<file path="config.mk">
export PLATFORM = sky130hd
export DESIGN_NAME = ictf_ctrl
export DESIGN_NICKNAME = d
export VERILOG_FILES = /design/src/rtl/core/ictf_pkg.sv /design/src/rtl/core/ictf_ctrl.sv
export SDC_FILE = /design/constraint.sdc
export NUM_CORES = 1
export LEC_CHECK = 0
export ABC_AREA = 1
export BUFFER_PORTS_ARGS = -buffer_cell sky130_fd_sc_hd__buf_2
export CAP_MARGIN = 20
export CORE_MARGIN = 8
export CORE_UTILIZATION = 45
export DETAILED_ROUTE_END_ITERATION = 8
export PLACE_DENSITY_LB_ADDON = 0.12
export REMOVE_ABC_BUFFERS = 1
export SLEW_MARGIN = 20
export SYNTH_ARGS = -nofsm -noshare
export SYNTH_HDL_FRONTEND = slang
export SYNTH_SLANG_ARGS = --single-unit
</file>
<file path="constraint.sdc">
create_clock -name clk -period 3.54 [get_ports clk]
set_input_delay 0.354 -clock clk [delete_from_list [all_inputs] [get_ports clk]]
set_output_delay 0.354 -clock clk [all_outputs]
set_load 0.01 [all_outputs]
</file>
<file path="src/rtl/core/ictf_pkg.sv">
// ----------------------------------------------------------------------------
// ictf_pkg: shared types and constants of the complementary tilt filter
// Widths, register indexes, the controller state and datapath command types,
// and the CORDIC arctangent table.
// ----------------------------------------------------------------------------
package ictf_pkg;

  localparam int CORDIC_ITERATIONS_DEF = 16;
  localparam int SQRT_STEPS = 24;
  localparam int CNT_W = 5;
  localparam int CFG_IDX_W = 3;
  localparam int CFG_DATA_W = 24;
  localparam int ANGLE_W = 20;

  localparam logic [CFG_IDX_W-1:0] REG_BLEND_ALPHA   = 3'd0;
  localparam logic [CFG_IDX_W-1:0] REG_GYRO_SCALE    = 3'd1;
  localparam logic [CFG_IDX_W-1:0] REG_GYRO_OFFSET_X = 3'd2;
  localparam logic [CFG_IDX_W-1:0] REG_GYRO_OFFSET_Y = 3'd3;
  localparam logic [CFG_IDX_W-1:0] REG_GYRO_OFFSET_Z = 3'd4;

  localparam logic [15:0] BLEND_ALPHA_RST = 16'd52429;
  localparam logic [23:0] GYRO_SCALE_RST  = 24'd240003;

  typedef enum logic [3:0] {
    ST_IDLE, ST_SQ1, ST_SQ2, ST_SQRT_INIT, ST_SQRT, ST_CORDIC_INIT, ST_CORDIC,
    ST_ANGLE, ST_GMUL1, ST_GMUL2, ST_GMUL3, ST_GSUM, ST_BL1, ST_BL2, ST_BL3, ST_PUB
  } ctrl_state_t;

  typedef enum logic [3:0] {
    OP_NOP, OP_LOAD, OP_SQ1, OP_SQ2, OP_SQRT_INIT, OP_SQRT_STEP, OP_CORDIC_INIT,
    OP_CORDIC_STEP, OP_ANGLE, OP_GMUL1, OP_GMUL2, OP_GMUL3, OP_GSUM, OP_BL1,
    OP_BL2, OP_BL3
  } dp_op_t;

  typedef struct packed {
    dp_op_t           op;
    logic [1:0]       axis;
    logic [CNT_W-1:0] iter;
    logic             publish;
  } dp_cmd_t;

  // atan(2^-i) in Q2.30
  function automatic logic [29:0] atan_q30(input logic [4:0] i);
    logic [29:0] r;
    case (i)
      5'd0:  r = 30'd843314857;
      5'd1:  r = 30'd497837830;
      5'd2:  r = 30'd263043837;
      5'd3:  r = 30'd133525158;
      5'd4:  r = 30'd67021687;
      5'd5:  r = 30'd33543515;
      5'd6:  r = 30'd16775851;
      5'd7:  r = 30'd8388437;
      5'd8:  r = 30'd4194283;
      5'd9:  r = 30'd2097149;
      5'd10: r = 30'd1048576;
      5'd11: r = 30'd524288;
      5'd12: r = 30'd262144;
      5'd13: r = 30'd131072;
      5'd14: r = 30'd65536;
      5'd15: r = 30'd32768;
      5'd16: r = 30'd16384;
      5'd17: r = 30'd8192;
      5'd18: r = 30'd4096;
      5'd19: r = 30'd2048;
      5'd20: r = 30'd1024;
      5'd21: r = 30'd512;
      5'd22: r = 30'd256;
      5'd23: r = 30'd128;
      default: r = 30'd0;
    endcase
    return r;
  endfunction

endpackage

</file>
<file path="src/rtl/core/ictf_ctrl.sv">
// ----------------------------------------------------------------------------
// ictf_ctrl: sequencer of the complementary tilt filter
// Walks each axis through squares, square root, CORDIC, gyro step and blend,
// then publishes the result register.
// ----------------------------------------------------------------------------
module ictf_ctrl #(
  parameter int CORDIC_ITERATIONS = ictf_pkg::CORDIC_ITERATIONS_DEF
) (
  input  logic             clk,
  input  logic             rst,
  input  logic             in_valid,
  output logic             in_ready,
  output logic             out_valid,
  input  logic             out_ready,
  output ictf_pkg::dp_cmd_t cmd
);
  import ictf_pkg::*;

  ctrl_state_t      state, state_next;
  logic [1:0]       axis, axis_next;
  logic [CNT_W-1:0] cnt, cnt_next;
  logic             pub_ok;

  assign pub_ok = !out_valid || out_ready;

  // next state
  always_comb begin
    state_next = state;
    case (state)
      ST_IDLE:        if (in_valid) state_next = ST_SQ1;
      ST_SQ1:         state_next = ST_SQ2;
      ST_SQ2:         state_next = ST_SQRT_INIT;
      ST_SQRT_INIT:   state_next = ST_SQRT;
      ST_SQRT:        if (cnt == CNT_W'(SQRT_STEPS - 1)) state_next = ST_CORDIC_INIT;
      ST_CORDIC_INIT: state_next = ST_CORDIC;
      ST_CORDIC:      if (cnt == CNT_W'(CORDIC_ITERATIONS - 1)) state_next = ST_ANGLE;
      ST_ANGLE:       state_next = ST_GMUL1;
      ST_GMUL1:       state_next = ST_GMUL2;
      ST_GMUL2:       state_next = ST_GMUL3;
      ST_GMUL3:       state_next = ST_GSUM;
      ST_GSUM:        state_next = ST_BL1;
      ST_BL1:         state_next = ST_BL2;
      ST_BL2:         state_next = ST_BL3;
      ST_BL3:         state_next = (axis == 2'd2) ? ST_PUB : ST_SQ1;
      ST_PUB:         if (pub_ok) state_next = ST_IDLE;
      default:        state_next = ST_IDLE;
    endcase
  end

  // counters
  always_comb begin
    cnt_next  = (state_next != state) ? '0 : cnt + 1'b1;
    axis_next = axis;
    if (state == ST_IDLE) begin
      axis_next = 2'd0;
    end else if (state == ST_BL3) begin
      axis_next = axis + 2'd1;
    end
  end

  // outputs
  always_comb begin
    in_ready    = (state == ST_IDLE);
    cmd.axis    = axis;
    cmd.iter    = cnt;
    cmd.publish = 1'b0;
    case (state)
      ST_IDLE:        cmd.op = in_valid ? OP_LOAD : OP_NOP;
      ST_SQ1:         cmd.op = OP_SQ1;
      ST_SQ2:         cmd.op = OP_SQ2;
      ST_SQRT_INIT:   cmd.op = OP_SQRT_INIT;
      ST_SQRT:        cmd.op = OP_SQRT_STEP;
      ST_CORDIC_INIT: cmd.op = OP_CORDIC_INIT;
      ST_CORDIC:      cmd.op = OP_CORDIC_STEP;
      ST_ANGLE:       cmd.op = OP_ANGLE;
      ST_GMUL1:       cmd.op = OP_GMUL1;
      ST_GMUL2:       cmd.op = OP_GMUL2;
      ST_GMUL3:       cmd.op = OP_GMUL3;
      ST_GSUM:        cmd.op = OP_GSUM;
      ST_BL1:         cmd.op = OP_BL1;
      ST_BL2:         cmd.op = OP_BL2;
      ST_BL3:         cmd.op = OP_BL3;
      ST_PUB: begin
        cmd.op      = OP_NOP;
        cmd.publish = pub_ok;
      end
      default:        cmd.op = OP_NOP;
    endcase
  end

  // hold state and the result valid flag
  always_ff @(posedge clk) begin
    if (rst) begin
      state     <= ST_IDLE;
      axis      <= 2'd0;
      cnt       <= '0;
      out_valid <= 1'b0;
    end else begin
      state <= state_next;
      axis  <= axis_next;
      cnt   <= cnt_next;
      if (state == ST_PUB && pub_ok) begin
        out_valid <= 1'b1;
      end else if (out_ready) begin
        out_valid <= 1'b0;
      end
    end
  end

endmodule

</file>
==> results.sh <==
export IMPL_placed_area_sq_um=718
export IMPL_numCtsBuffers=3
export IMPL_whs_path_depth=2
export IMPL_netlist_area_leader_share=0.391
export IMPL_start_util=0.478
export IMPL_synth_edf_count=0
export IMPL_post_cts_buffers=0
export IMPL_mostFrequentLayoutCells="nor2_1, buf_2, nand2_1"
export IMPL_end_kind="primary output"
export IMPL_final_common_cell="nor2_1"
export IMPL_yosys_register_bits=12
export IMPL_reg2reg_slack_ns=2.07
export IMPL_grt_pass1_wl_um=2320
export IMPL_cts_repair_resized=0
export IMPL_finalHoldViolCount=0
export IMPL_cts_tree="done"
export IMPL_powerDensity_mw_per_mm2=373
export IMPL_synth_area_leader_cell="dfxtp_1"
export IMPL_wl_per_cell_um=10.4
export IMPL_yosys_top_cells_area="dfxtp_1, nor2_1, nand2_1"
export IMPL_synth_yosys_seq_area_share=0.391
export IMPL_drive_above_1_share=0.250
export IMPL_hp_start="rst"
export IMPL_port_buffers=17
export IMPL_dp_hpwl_um=1090
export IMPL_grt_max_degree=8
export IMPL_viasPerCell=4.80
export IMPL_whs_ns=0.250
export IMPL_n_antenna_cell=0
export IMPL_clock_tree_root_cell="clkbuf_4"
export IMPL_die_area_sq_mm=0.00280
export IMPL_seqCellArea_sq_um=240
export IMPL_grt_antenna_before_repair=0
export IMPL_crit_type="flop to primary output"
export IMPL_multi_input_area_sq_um=310
export IMPL_grt_overflow=0
export IMPL_fin_crit_ns=1.77
export IMPL_clkTransAtPathRegs_ns=0.07
export IMPL_synth_cell_types=17
export IMPL_slew_headroom=0.823
export IMPL_antenna_left=0
export IMPL_cts_hold_buffers=0
export IMPL_cp_max_fo=7
export IMPL_hold_end="out_valid"
export IMPL_setup_viol=0
export IMPL_rows=13
export IMPL_reg2reg_from="cnt[0]"
export IMPL_timing_rr_end="cnt[0]"
export IMPL_fin_crit_sh=0.500
export IMPL_drc=0
export IMPL_cts_max_level=1
export IMPL_async_flop_share=0
export IMPL_fp_dieW_um=53.0
export IMPL_hp_class="input pin to flop"
export IMPL_p_leak_nw=0.380
export IMPL_syn_area_per_cell_sq_um=6.75
export IMPL_yosys_warnings=0
export IMPL_slew_viol_final=0
export IMPL_clock_skew_ns=0.000750
export IMPL_synth_flop_cell="dfxtp_1"
export IMPL_netlist_area_sq_um=614
export IMPL_dr_pass1_iters=4
export IMPL_gp_congestion=0.746
export IMPL_worstRegToRegCells=11
export IMPL_core_area_sq_mm=0.00128
export IMPL_rsz0062_at_grt="false"
export IMPL_outcome="finished clean"
export IMPL_final_setup_tns_ns=0
export IMPL_grt_pass1_vias=552
export IMPL_vias=609
export IMPL_vdd_drop_max_v=0.000236
export IMPL_required_ns=3.19
export IMPL_max_slew_worst_pin_slew_ns=0.263
export IMPL_routed_wl_um=1320
export IMPL_n_fill_cell=126
export IMPL_crit_path_start_kind="flop"
export IMPL_boundaryPins=18
export IMPL_critPathLaunch="state[0]"
export IMPL_cts_sinks=12
export IMPL_final_core_util=0.587
export IMPL_fmax_ghz=0.565
export IMPL_cts_buffer_depth=2
export IMPL_crit_arrival_ns=1.42
export IMPL_maxCapViolCount=0
export IMPL_fin_area_sq_um=754
export IMPL_netlist_instances=91
export IMPL_worst_skew_pair_late_latency_ns=0.27
export IMPL_die_h_um=53.0
export IMPL_grt_use_total=0.109
export IMPL_dr_first_iter_drc_count=10
export IMPL_area_growth_pct=22.8
export IMPL_nets=120
critical path, cell delays in order (launching register included):
cell     delay (ns)
dfxtp_1        0.47
nand2_1        0.10
inv_2          0.10
nand2_1        0.07
a21oi_1        0.12
inv_1          0.07
o21ai_0        0.06
buf_2          0.15
worst max-delay path by stage:
stage                          to  slack (ns)  cells after the start
final                     cmd[11]        1.77                      7
after global routing      cmd[11]        1.62                      7
after CTS                 cmd[11]        1.76                      7
after detailed placement   cnt[4]        2.07                     10
after global placement    cmd[11]        2.11                      7
after floorplan            cnt[0]        2.13                     11
cell type report:
type,instances,share of cell area
Inverter,17,0.0846
Clock buffer,4,0.0481
Sequential cell,12,0.318
Timing Repair Buffer,17,0.113
Multi-Input combinational cell,62,0.411
Tap cell,15,0.0249
routing by layer:
metal | global-route usage | share of wire | up-vias
met5 | 0 | 0 | -
met4 | 0.0647 | 0.021 | 0
met3 | 0.0364 | 0.088 | 5
met2 | 0.156 | 0.42 | 16
met1 | 0.135 | 0.47 | 260
li1 | - | - | 328
cell usage after synthesis (3+ instances only):
library cell  count
nor2_1           18
a21oi_1           9
o21ai_0           4
inv_2             3
nand2_1          16
dfxtp_1          12
ha_1              3
inv_1            14
nand3_1           4
registers in the layout, summed over array words and instances, names as in the netlist:
register	flops
cnt	5
state	4
axis	2
out_valid	1
stage by stage:
stage               std cells  total power, mW  worst slack (ns)
CTS                       127            0.286              1.76
global placement          123            0.176              2.11
finish                    127            0.282              1.77
floorplan                  91            0.165              2.13
detailed placement        123            0.177              2.07
global route              127            0.296              1.62
cells by family after synthesis:
| family | share of synthesized area |
|---|---|
| AO/OA/AOI/OAI | 0.128 |
| flip-flops | 0.391 |
| adder cells (fa/ha/maj) | 0.0611 |
| buffers and inverters | 0.104 |
| XOR/XNOR | 0.0285 |
| AND/OR/NAND/NOR | 0.287 |
report_power, final:
part           switching, mW  total, mW  internal (mW)
clock network         0.0457      0.108         0.0625
registers            0.00472      0.143          0.139
logic                 0.0179     0.0302         0.0123
total                 0.0683      0.282          0.213
No activity file was read; power rests on OpenSTA's default activity.
