**config.mk**
```make
export PLATFORM = sky130hd
export DESIGN_NAME = ictf_datapath
export DESIGN_NICKNAME = d
export VERILOG_FILES = /design/src/rtl/core/ictf_pkg.sv /design/src/rtl/core/ictf_datapath.sv
export SDC_FILE = /design/constraint.sdc
export NUM_CORES = 2
export LEC_CHECK = 0
export ABC_AREA = 1
export ABC_CLOCK_PERIOD_IN_PS = 10700
export BUFFER_PORTS_ARGS = -buffer_cell sky130_fd_sc_hd__buf_4
export CORE_MARGIN = 10
export CORE_UTILIZATION = 65
export CTS_CLUSTER_SIZE = 28
export DETAILED_ROUTE_END_ITERATION = 10
export MAX_ROUTING_LAYER = met4
export PLACE_DENSITY = 0.8
export SLEW_MARGIN = 20
export SYNTH_ARGS = -nofsm -noshare
export SYNTH_HDL_FRONTEND = slang
export SYNTH_SLANG_ARGS = --single-unit
export TNS_END_PERCENT = 50
```
**constraint.sdc**
```tcl
create_clock -name clk -period 10.7 [get_ports clk]
set_input_delay 0.535 -clock clk [delete_from_list [all_inputs] [get_ports clk]]
set_output_delay 0.535 -clock clk [all_outputs]
set_load 0.02 [all_outputs]
```
**src/rtl/core/ictf_pkg.sv**
```systemverilog
// ----------------------------------------------------------------------------
// ictf_pkg: shared types and constants of the complementary tilt filter
// Widths, register indexes, the controller state and datapath command types,
// and the CORDIC arctangent table.
// ----------------------------------------------------------------------------
package ictf_pkg;

  localparam int CORDIC_ITERATIONS_DEF = 16;
  localparam int SQRT_STEPS = 24;
  localparam int CNT_W = 5;
  localparam int CFG_IDX_W = 3;
  localparam int CFG_DATA_W = 24;
  localparam int ANGLE_W = 20;

  localparam logic [CFG_IDX_W-1:0] REG_BLEND_ALPHA   = 3'd0;
  localparam logic [CFG_IDX_W-1:0] REG_GYRO_SCALE    = 3'd1;
  localparam logic [CFG_IDX_W-1:0] REG_GYRO_OFFSET_X = 3'd2;
  localparam logic [CFG_IDX_W-1:0] REG_GYRO_OFFSET_Y = 3'd3;
  localparam logic [CFG_IDX_W-1:0] REG_GYRO_OFFSET_Z = 3'd4;

  localparam logic [15:0] BLEND_ALPHA_RST = 16'd52429;
  localparam logic [23:0] GYRO_SCALE_RST  = 24'd240003;

  typedef enum logic [3:0] {
    ST_IDLE, ST_SQ1, ST_SQ2, ST_SQRT_INIT, ST_SQRT, ST_CORDIC_INIT, ST_CORDIC,
    ST_ANGLE, ST_GMUL1, ST_GMUL2, ST_GMUL3, ST_GSUM, ST_BL1, ST_BL2, ST_BL3, ST_PUB
  } ctrl_state_t;

  typedef enum logic [3:0] {
    OP_NOP, OP_LOAD, OP_SQ1, OP_SQ2, OP_SQRT_INIT, OP_SQRT_STEP, OP_CORDIC_INIT,
    OP_CORDIC_STEP, OP_ANGLE, OP_GMUL1, OP_GMUL2, OP_GMUL3, OP_GSUM, OP_BL1,
    OP_BL2, OP_BL3
  } dp_op_t;

  typedef struct packed {
    dp_op_t           op;
    logic [1:0]       axis;
    logic [CNT_W-1:0] iter;
    logic             publish;
  } dp_cmd_t;

  // atan(2^-i) in Q2.30
  function automatic logic [29:0] atan_q30(input logic [4:0] i);
    logic [29:0] r;
    case (i)
      5'd0:  r = 30'd843314857;
      5'd1:  r = 30'd497837830;
      5'd2:  r = 30'd263043837;
      5'd3:  r = 30'd133525158;
      5'd4:  r = 30'd67021687;
      5'd5:  r = 30'd33543515;
      5'd6:  r = 30'd16775851;
      5'd7:  r = 30'd8388437;
      5'd8:  r = 30'd4194283;
      5'd9:  r = 30'd2097149;
      5'd10: r = 30'd1048576;
      5'd11: r = 30'd524288;
      5'd12: r = 30'd262144;
      5'd13: r = 30'd131072;
      5'd14: r = 30'd65536;
      5'd15: r = 30'd32768;
      5'd16: r = 30'd16384;
      5'd17: r = 30'd8192;
      5'd18: r = 30'd4096;
      5'd19: r = 30'd2048;
      5'd20: r = 30'd1024;
      5'd21: r = 30'd512;
      5'd22: r = 30'd256;
      5'd23: r = 30'd128;
      default: r = 30'd0;
    endcase
    return r;
  endfunction

endpackage

```
**src/rtl/core/ictf_datapath.sv**
```systemverilog
// ----------------------------------------------------------------------------
// ictf_datapath: arithmetic of the complementary tilt filter
// Shared registered multiplier, bit-serial square root, iterative CORDIC,
// configuration registers, stored angles and the result register.
// ----------------------------------------------------------------------------
module ictf_datapath (
  input  logic                               clk,
  input  logic                               rst,
  input  ictf_pkg::dp_cmd_t                  cmd,
  input  logic                               cfg_we,
  input  logic [ictf_pkg::CFG_IDX_W-1:0]     cfg_index,
  input  logic [ictf_pkg::CFG_DATA_W-1:0]    cfg_data,
  input  logic signed [15:0]                 accel_x,
  input  logic signed [15:0]                 accel_y,
  input  logic signed [15:0]                 accel_z,
  input  logic signed [15:0]                 gyro_x,
  input  logic signed [15:0]                 gyro_y,
  input  logic signed [15:0]                 gyro_z,
  input  logic [31:0]                        elapsed_ticks,
  output logic signed [ictf_pkg::ANGLE_W-1:0] angle_x,
  output logic signed [ictf_pkg::ANGLE_W-1:0] angle_y,
  output logic signed [ictf_pkg::ANGLE_W-1:0] angle_z,
  output logic                               saturated
);
  import ictf_pkg::*;

  // configuration
  logic [15:0]        blend_alpha;
  logic [23:0]        gyro_scale;
  logic signed [15:0] gyro_off [3];

  // captured sample
  logic signed [15:0] ax, ay, az;
  logic signed [15:0] gyr [3];
  logic [31:0]        ticks;

  // working registers
  logic signed [36:0] mul_a;
  logic signed [24:0] mul_b;
  logic signed [61:0] prod;
  logic [31:0]        sq_acc;
  logic [47:0]        rem, root, sbit;
  logic signed [27:0] cx, cy;
  logic signed [33:0] cz;
  logic               czero;
  logic signed [20:0] acc_ang;
  logic [23:0]        plo;
  logic [47:0]        phs;
  logic signed [35:0] g;
  logic signed [53:0] bacc;
  logic signed [ANGLE_W-1:0] fused [3];
  logic               sat_acc;

  // combinational helpers
  logic signed [15:0] sq_op1, sq_op2;
  logic signed [16:0] rate;
  logic [15:0]        mag;
  logic [47:0]        trial;
  logic signed [25:0] ci_x, ci_y;
  logic signed [27:0] xs, ys;
  logic signed [33:0] atan_v;
  logic [48:0]        dsum;
  logic signed [35:0] dsig;
  logic signed [53:0] bsum;
  logic signed [37:0] bv;
  logic signed [ANGLE_W-1:0] bclamp;
  logic               bsat;
  logic [16:0]        beta;

  // operand selection per axis
  always_comb begin
    case (cmd.axis)
      2'd0: begin sq_op1 = ax; sq_op2 = az; end
      2'd1: begin sq_op1 = ay; sq_op2 = az; end
      default: begin sq_op1 = ax; sq_op2 = ay; end
    endcase
    rate = 17'(gyr[cmd.axis]) - 17'(gyro_off[cmd.axis]);
    mag  = rate[16] ? 16'(-rate) : 16'(rate);
    case (cmd.axis)
      2'd0: begin ci_y = {{2{ay[15]}}, ay, 8'd0}; ci_x = {2'b00, root[23:0]}; end
      2'd1: begin ci_y = {{2{ax[15]}}, ax, 8'd0}; ci_x = {2'b00, root[23:0]}; end
      default: begin ci_y = {2'b00, root[23:0]}; ci_x = {{2{az[15]}}, az, 8'd0}; end
    endcase
    trial  = root + sbit;
    xs     = cx >>> cmd.iter;
    ys     = cy >>> cmd.iter;
    atan_v = 34'(atan_q30(5'(cmd.iter)));
    dsum   = 49'(phs) + 49'(prod[47:24]);
    dsig   = rate[16] ? -36'(dsum[48:16]) : 36'(dsum[48:16]);
    beta   = 17'd65536 - 17'(blend_alpha);
    bsum   = bacc + prod[53:0] + 54'sd32768;
    bv     = 38'(bsum >>> 16);
    bsat   = 1'b0;
    bclamp = bv[ANGLE_W-1:0];
    if (bv > 38'sd524287) begin
      bclamp = 20'sd524287;
      bsat   = 1'b1;
    end else if (bv < -38'sd524288) begin
      bclamp = -20'sd524288;
      bsat   = 1'b1;
    end
  end

  // multiplier operands
  always_comb begin
    mul_a = '0;
    mul_b = '0;
    case (cmd.op)
      OP_SQ1: begin mul_a = 37'(sq_op1); mul_b = 25'(sq_op1); end
      OP_SQ2: begin mul_a = 37'(sq_op2); mul_b = 25'(sq_op2); end
      OP_GMUL1: begin mul_a = {5'd0, ticks}; mul_b = {9'd0, mag}; end
      OP_GMUL2: begin mul_a = {13'd0, prod[47:24]}; mul_b = {1'b0, gyro_scale}; end
      OP_GMUL3: begin mul_a = {13'd0, plo}; mul_b = {1'b0, gyro_scale}; end
      OP_BL1: begin mul_a = 37'(g); mul_b = {9'd0, blend_alpha}; end
      OP_BL2: begin mul_a = 37'(acc_ang); mul_b = {8'd0, beta}; end
      default: begin mul_a = '0; mul_b = '0; end
    endcase
  end

  // configuration writes
  always_ff @(posedge clk) begin
    if (rst) begin
      blend_alpha <= BLEND_ALPHA_RST;
      gyro_scale  <= GYRO_SCALE_RST;
      gyro_off[0] <= '0;
      gyro_off[1] <= '0;
      gyro_off[2] <= '0;
    end else if (cfg_we) begin
      case (cfg_index)
        REG_BLEND_ALPHA:   blend_alpha <= cfg_data[15:0];
        REG_GYRO_SCALE:    gyro_scale  <= cfg_data[23:0];
        REG_GYRO_OFFSET_X: gyro_off[0] <= cfg_data[15:0];
        REG_GYRO_OFFSET_Y: gyro_off[1] <= cfg_data[15:0];
        REG_GYRO_OFFSET_Z: gyro_off[2] <= cfg_data[15:0];
        default: ;
      endcase
    end
  end

  // stored angles and request flags
  always_ff @(posedge clk) begin
    if (rst) begin
      fused[0] <= '0;
      fused[1] <= '0;
      fused[2] <= '0;
      sat_acc  <= 1'b0;
    end else if (cmd.op == OP_LOAD) begin
      sat_acc <= 1'b0;
    end else if (cmd.op == OP_BL3) begin
      fused[cmd.axis] <= bclamp;
      sat_acc         <= sat_acc | bsat;
    end
  end

  // working datapath
  always_ff @(posedge clk) begin
    prod <= mul_a * mul_b;
    case (cmd.op)
      OP_LOAD: begin
        ax     <= accel_x;
        ay     <= accel_y;
        az     <= accel_z;
        gyr[0] <= gyro_x;
        gyr[1] <= gyro_y;
        gyr[2] <= gyro_z;
        ticks  <= elapsed_ticks;
      end
      OP_SQ2: sq_acc <= prod[31:0];
      OP_SQRT_INIT: begin
        rem  <= {sq_acc + prod[31:0], 16'd0};
        root <= '0;
        sbit <= 48'd1 << 46;
      end
      OP_SQRT_STEP: begin
        if (rem >= trial) begin
          rem  <= rem - trial;
          root <= (root >> 1) + sbit;
        end else begin
          root <= root >> 1;
        end
        sbit <= sbit >> 2;
      end
      OP_CORDIC_INIT: begin
        czero <= (ci_x == '0) && (ci_y == '0);
        if (ci_x < 0) begin
          if (ci_y >= 0) begin
            cx <= 28'(ci_y);
            cy <= -28'(ci_x);
            cz <= 34'(atan_q30(5'd0)) <<< 1;
          end else begin
            cx <= -28'(ci_y);
            cy <= 28'(ci_x);
            cz <= -(34'(atan_q30(5'd0)) <<< 1);
          end
        end else begin
          cx <= 28'(ci_x);
          cy <= 28'(ci_y);
          cz <= '0;
        end
      end
      OP_CORDIC_STEP: begin
        if (cy > 0) begin
          cx <= cx + ys;
          cy <= cy - xs;
          cz <= cz + atan_v;
        end else begin
          cx <= cx - ys;
          cy <= cy + xs;
          cz <= cz - atan_v;
        end
      end
      OP_ANGLE: acc_ang <= czero ? '0 : 21'((cz + 34'sd8192) >>> 14);
      OP_GMUL2: plo <= prod[23:0];
      OP_GMUL3: phs <= prod[47:0];
      OP_GSUM:  g <= 36'(fused[cmd.axis]) + dsig;
      OP_BL2:   bacc <= prod[53:0];
      default: ;
    endcase
  end

  // result register
  always_ff @(posedge clk) begin
    if (cmd.publish) begin
      angle_x   <= fused[0];
      angle_y   <= fused[1];
      angle_z   <= fused[2];
      saturated <= sat_acc;
    end
  end

endmodule

```
==> results.toml <==
[outcome]
run_status = "finished, final reports clean"

[sta]
timing.clock.skew_ns = 0.04695
rsz0062_at_grt = "false"
totalNegativeSetupSlack_ns = 0
finalHoldViolCount = 0
setup_viol = 0
final_clock_period_utilization_by_the_worst_path = 0.9690
clock.fmax_mhz = 96.44
timing_max_transition_violations_final = 0
tightestPinTransition_ns = 1.299
post-route-min-period_ns = 10.37
max-slew-margin-rel = 0.1341
finalHoldWorstSlack_ns = 0.01678

[yosys]
postSynth.topFlopCell = "sky130_fd_sc_hd__edfxtp_1"
netlist_top_cells_count = "2637 x sky130_fd_sc_hd__nand2_1, 2048 x sky130_fd_sc_hd__inv_1, 1170 x sky130_fd_sc_hd__nor2_1"
synth.lib_cells_used.distinct = 80
async_reset_ff_frac = 0
postSynthRegisterBits = 837
ys_top_cells_by_area = "sky130_fd_sc_hd__edfxtp_1 25%, sky130_fd_sc_hd__fa_1 19%, sky130_fd_sc_hd__nand2_1 11%"
synthesis.area_um2 = 90470
synthesis.yosys.warnings = 0
post_synth_edffs = 742
post_synth.cell_area_avg_um2 = 7.822
postSynthCellCount = 11570
post-synth-top-count-cell = "sky130_fd_sc_hd__nand2_1"
synth_largest_area_cell = "sky130_fd_sc_hd__edfxtp_1"
yosysTopAreaCellShare = 0.2463
synth-seq-area-share = 0.2673

[critical_path]
r2r_slack_ns = 0.33
cp_data_arrival_time_ns = 10.96
worst_r2r_startpoint = "gyro_off[2][3]$_DFFE_PP_"
worst-r2r-cell-count = 43
critPathRequiredTime_ns = 11.29
path_max_fanout = 16
critical_path.most_common_cell = "sky130_fd_sc_hd__inv_1"
path_class = "register to register"
timing.critical_path.from_type = "register"
worst_r2r_endpoint = "prod[46]$_DFF_P_"
cpPeakStageDelay_ns = 0.57
timing.critical_path.slowest_stage_cell = "sky130_fd_sc_hd__fa_1"
crit_path_end_kind = "register"

[layout]
num-nets-final = 13430
filler_cell_count = 10710
final_design_area_no_fill_um2 = 98850
regArea_um2 = 24180
multiInputGateArea_um2 = 57110
post_route_cells_drive_above_1_share = 0.05733
syn2layout_area_growth_pct = 9.260

[hold_path]
hold_start = "accel_y[0]"
min_to = "ay[0]$_DFFE_PP_"
hold_path_depth = 1
holdCritPathClass = "input pin to register"

[grt]
largest_net_degree_at_the_start_of_global_routing = 95
grt_pass1_wl_mm = 501.2
number_of_global_route_vias_before_repair = 84460
global_route.overflow_total = 0
global_route.usage.total = 0.4401
antenna_found_initial = 12

[power]
max-vdd-ir-drop_v = 0.0001759
powerDensity_nw_per_um2 = 183.7
p_leak_nw = 45.85
power.total_mw = 18.16

[clock_tree]
cts_tree = "built"
clock_buffers_created_by_tritoncts = 94
worst_skew_pair.late_latency_ns = 0.75
htreeDepth = 3
root_buffer = "sky130_fd_sc_hd__clkbuf_16"
buffer_levels_on_the_longest_clock_path = 3
cts_num_sinks = 837
cts_post_setup_buffers_inserted = 0
clkTransAtPathRegs_ns = 0.06

[die]
coreArea_um2 = 137800
die_height_um = 393.1
num_io_pins = 231
die_area_um2 = 154500
initial_utilization = 0.6564
fp-row-count = 136
die_width_um = 393.1

[detailed_routing]
drt_iter0_drc = 10830
routedWlPerCell_um = 24.40
drt_pre_antenna_iters = 10
drcViolationCount = 0
vias = 85220
routed_via_density = 6.202
detail_route.wirelength_mm = 335.3
detail-route-antenna-nets = 0

[placed_design]
port-buffer-count = 230
postPlaceCellArea_um2 = 94490
gp_congestion = 1.109
dp_hpwl_mm = 263.4

[flow_run]
max-cap-violations = 0
==> critical path, delay by kind of cell (launching register included) <==
family                     cells  cell delay (ns)
AOI/OAI and AO/OA              5             1.09
and+or+nand+nor               17             2.57
adders and majority gates      9             4.29
DFF                            1             0.42
buffers and inverters         10             1.17
xor gates and xnor gates       2             0.66
==> cells by family after synthesis <==
kind of cell    count (synthesis)  share of synthesized area
other cells                     2                 0.00008301
buf+inv                      2434                     0.1037
mux                            11                   0.001217
fa+ha+maj                    1401                     0.2635
compound gates               1984                     0.1254
flops                         837                     0.2673
simple gates                 4516                     0.2017
xor+xnor                      381                    0.03705
==> cells in the final DEF, fill, tap and decap left out, types with 36 or more instances in the layout <==
cell type                       synthesis  routed
sky130_fd_sc_hd__nand2_1             2637    2635
sky130_fd_sc_hd__clkbuf_16              0      95
sky130_fd_sc_hd__nor3_1               108     107
sky130_fd_sc_hd__a22o_1                49      49
sky130_fd_sc_hd__nand3_1              353     352
sky130_fd_sc_hd__o211ai_1              73      73
sky130_fd_sc_hd__edfxtp_1             742     742
sky130_fd_sc_hd__dfxtp_1               95      95
sky130_fd_sc_hd__o21a_1                36      36
sky130_fd_sc_hd__ha_1                 561     561
sky130_fd_sc_hd__nor2_1              1170    1156
sky130_fd_sc_hd__nand4_1              102     102
sky130_fd_sc_hd__xor2_1               241     241
sky130_fd_sc_hd__dlygate4sd3_1          0     118
sky130_fd_sc_hd__xnor2_1              138     138
sky130_fd_sc_hd__fa_1                 840     840
sky130_fd_sc_hd__a21o_1                40      40
sky130_fd_sc_hd__o21ai_0              569     567
sky130_fd_sc_hd__inv_1               2048    2046
sky130_fd_sc_hd__o21bai_1              36      36
sky130_fd_sc_hd__a31oi_1               56      56
sky130_fd_sc_hd__o21ai_1              138     139
sky130_fd_sc_hd__buf_4                 15     387
sky130_fd_sc_hd__a21oi_1              779     776
==> worst max path at each step <==
| stage | cells past startpoint | from | end | slack (ns) |
|---|---|---|---|---|
| floorplan | 50 | cmd[7] | prod[50]$_DFF_P_ | 0.96 |
| global placement | 46 | cmd[7] | prod[50]$_DFF_P_ | 0.17 |
| detailed placement | 45 | cmd[7] | prod[45]$_DFF_P_ | -0.06 |
| CTS | 42 | gyr[2][0]$_DFFE_PP_ | prod[45]$_DFF_P_ | 0.61 |
| global route | 44 | gyro_off[2][3]$_DFFE_PP_ | prod[46]$_DFF_P_ | 0.006 |
| finish | 43 | gyro_off[2][3]$_DFFE_PP_ | prod[46]$_DFF_P_ | 0.33 |
==> metal layers <==
layer  vias up  track usage  part of all wire
met5         -            -                 0
met4         0       0.3000             0.089
met3      1653       0.1207              0.12
met2      6142       0.6702              0.44
met1     39710       0.5069              0.34
li1      37710            -                 -
==> where the power goes <==
part	switching (mW)	total (mW)	internal (mW)
sequential	0.343	4.39	4.04
clock	1.52	3.38	1.86
combinational	7.20	10.4	3.20
total	9.06	18.2	9.10
==> layout make-up <==
cell class                 count  share of cell area
clock inverter                65            0.006658
timing repair buffer         515             0.04336
multi-input combinational   8307              0.5778
tap                         1794             0.02271
clock buffer                 108             0.02475
inverter                    2099             0.07970
antenna                       16           0.0004050
sequential                   837              0.2446
==> sequential cells by signal (all words and copies together), names as in the netlist, 24 cells and up <==
signal and count:
fused 80, bacc 54, prod 54, gyr 48, gyro_off 48, phs 48, rem 48, root 48
g 36, cz 34, sq_acc 32, ticks 32, cx 28, cy 28, gyro_scale 24, plo 24
sbit 24
==> through the flow <==
stage                       util  worst slack [ns]  cells
after floorplan                -            0.9623  11580
after global placement    0.6855            0.1651  13430
after detailed placement  0.6855          -0.05813  13430
after CTS                 0.7166            0.6147  13720
after global routing      0.7172          0.005630  13740
final                     0.7172            0.3312  13740
==> what timing repair did <==
item                                    4_1_cts  5_1_grt
hold buffers                                118        0
gates resized for setup                       0        3
hold endpoints to repair                    118        0
endpoints found under the setup margin        0        2
No activity file was read; power rests on OpenSTA's default activity.
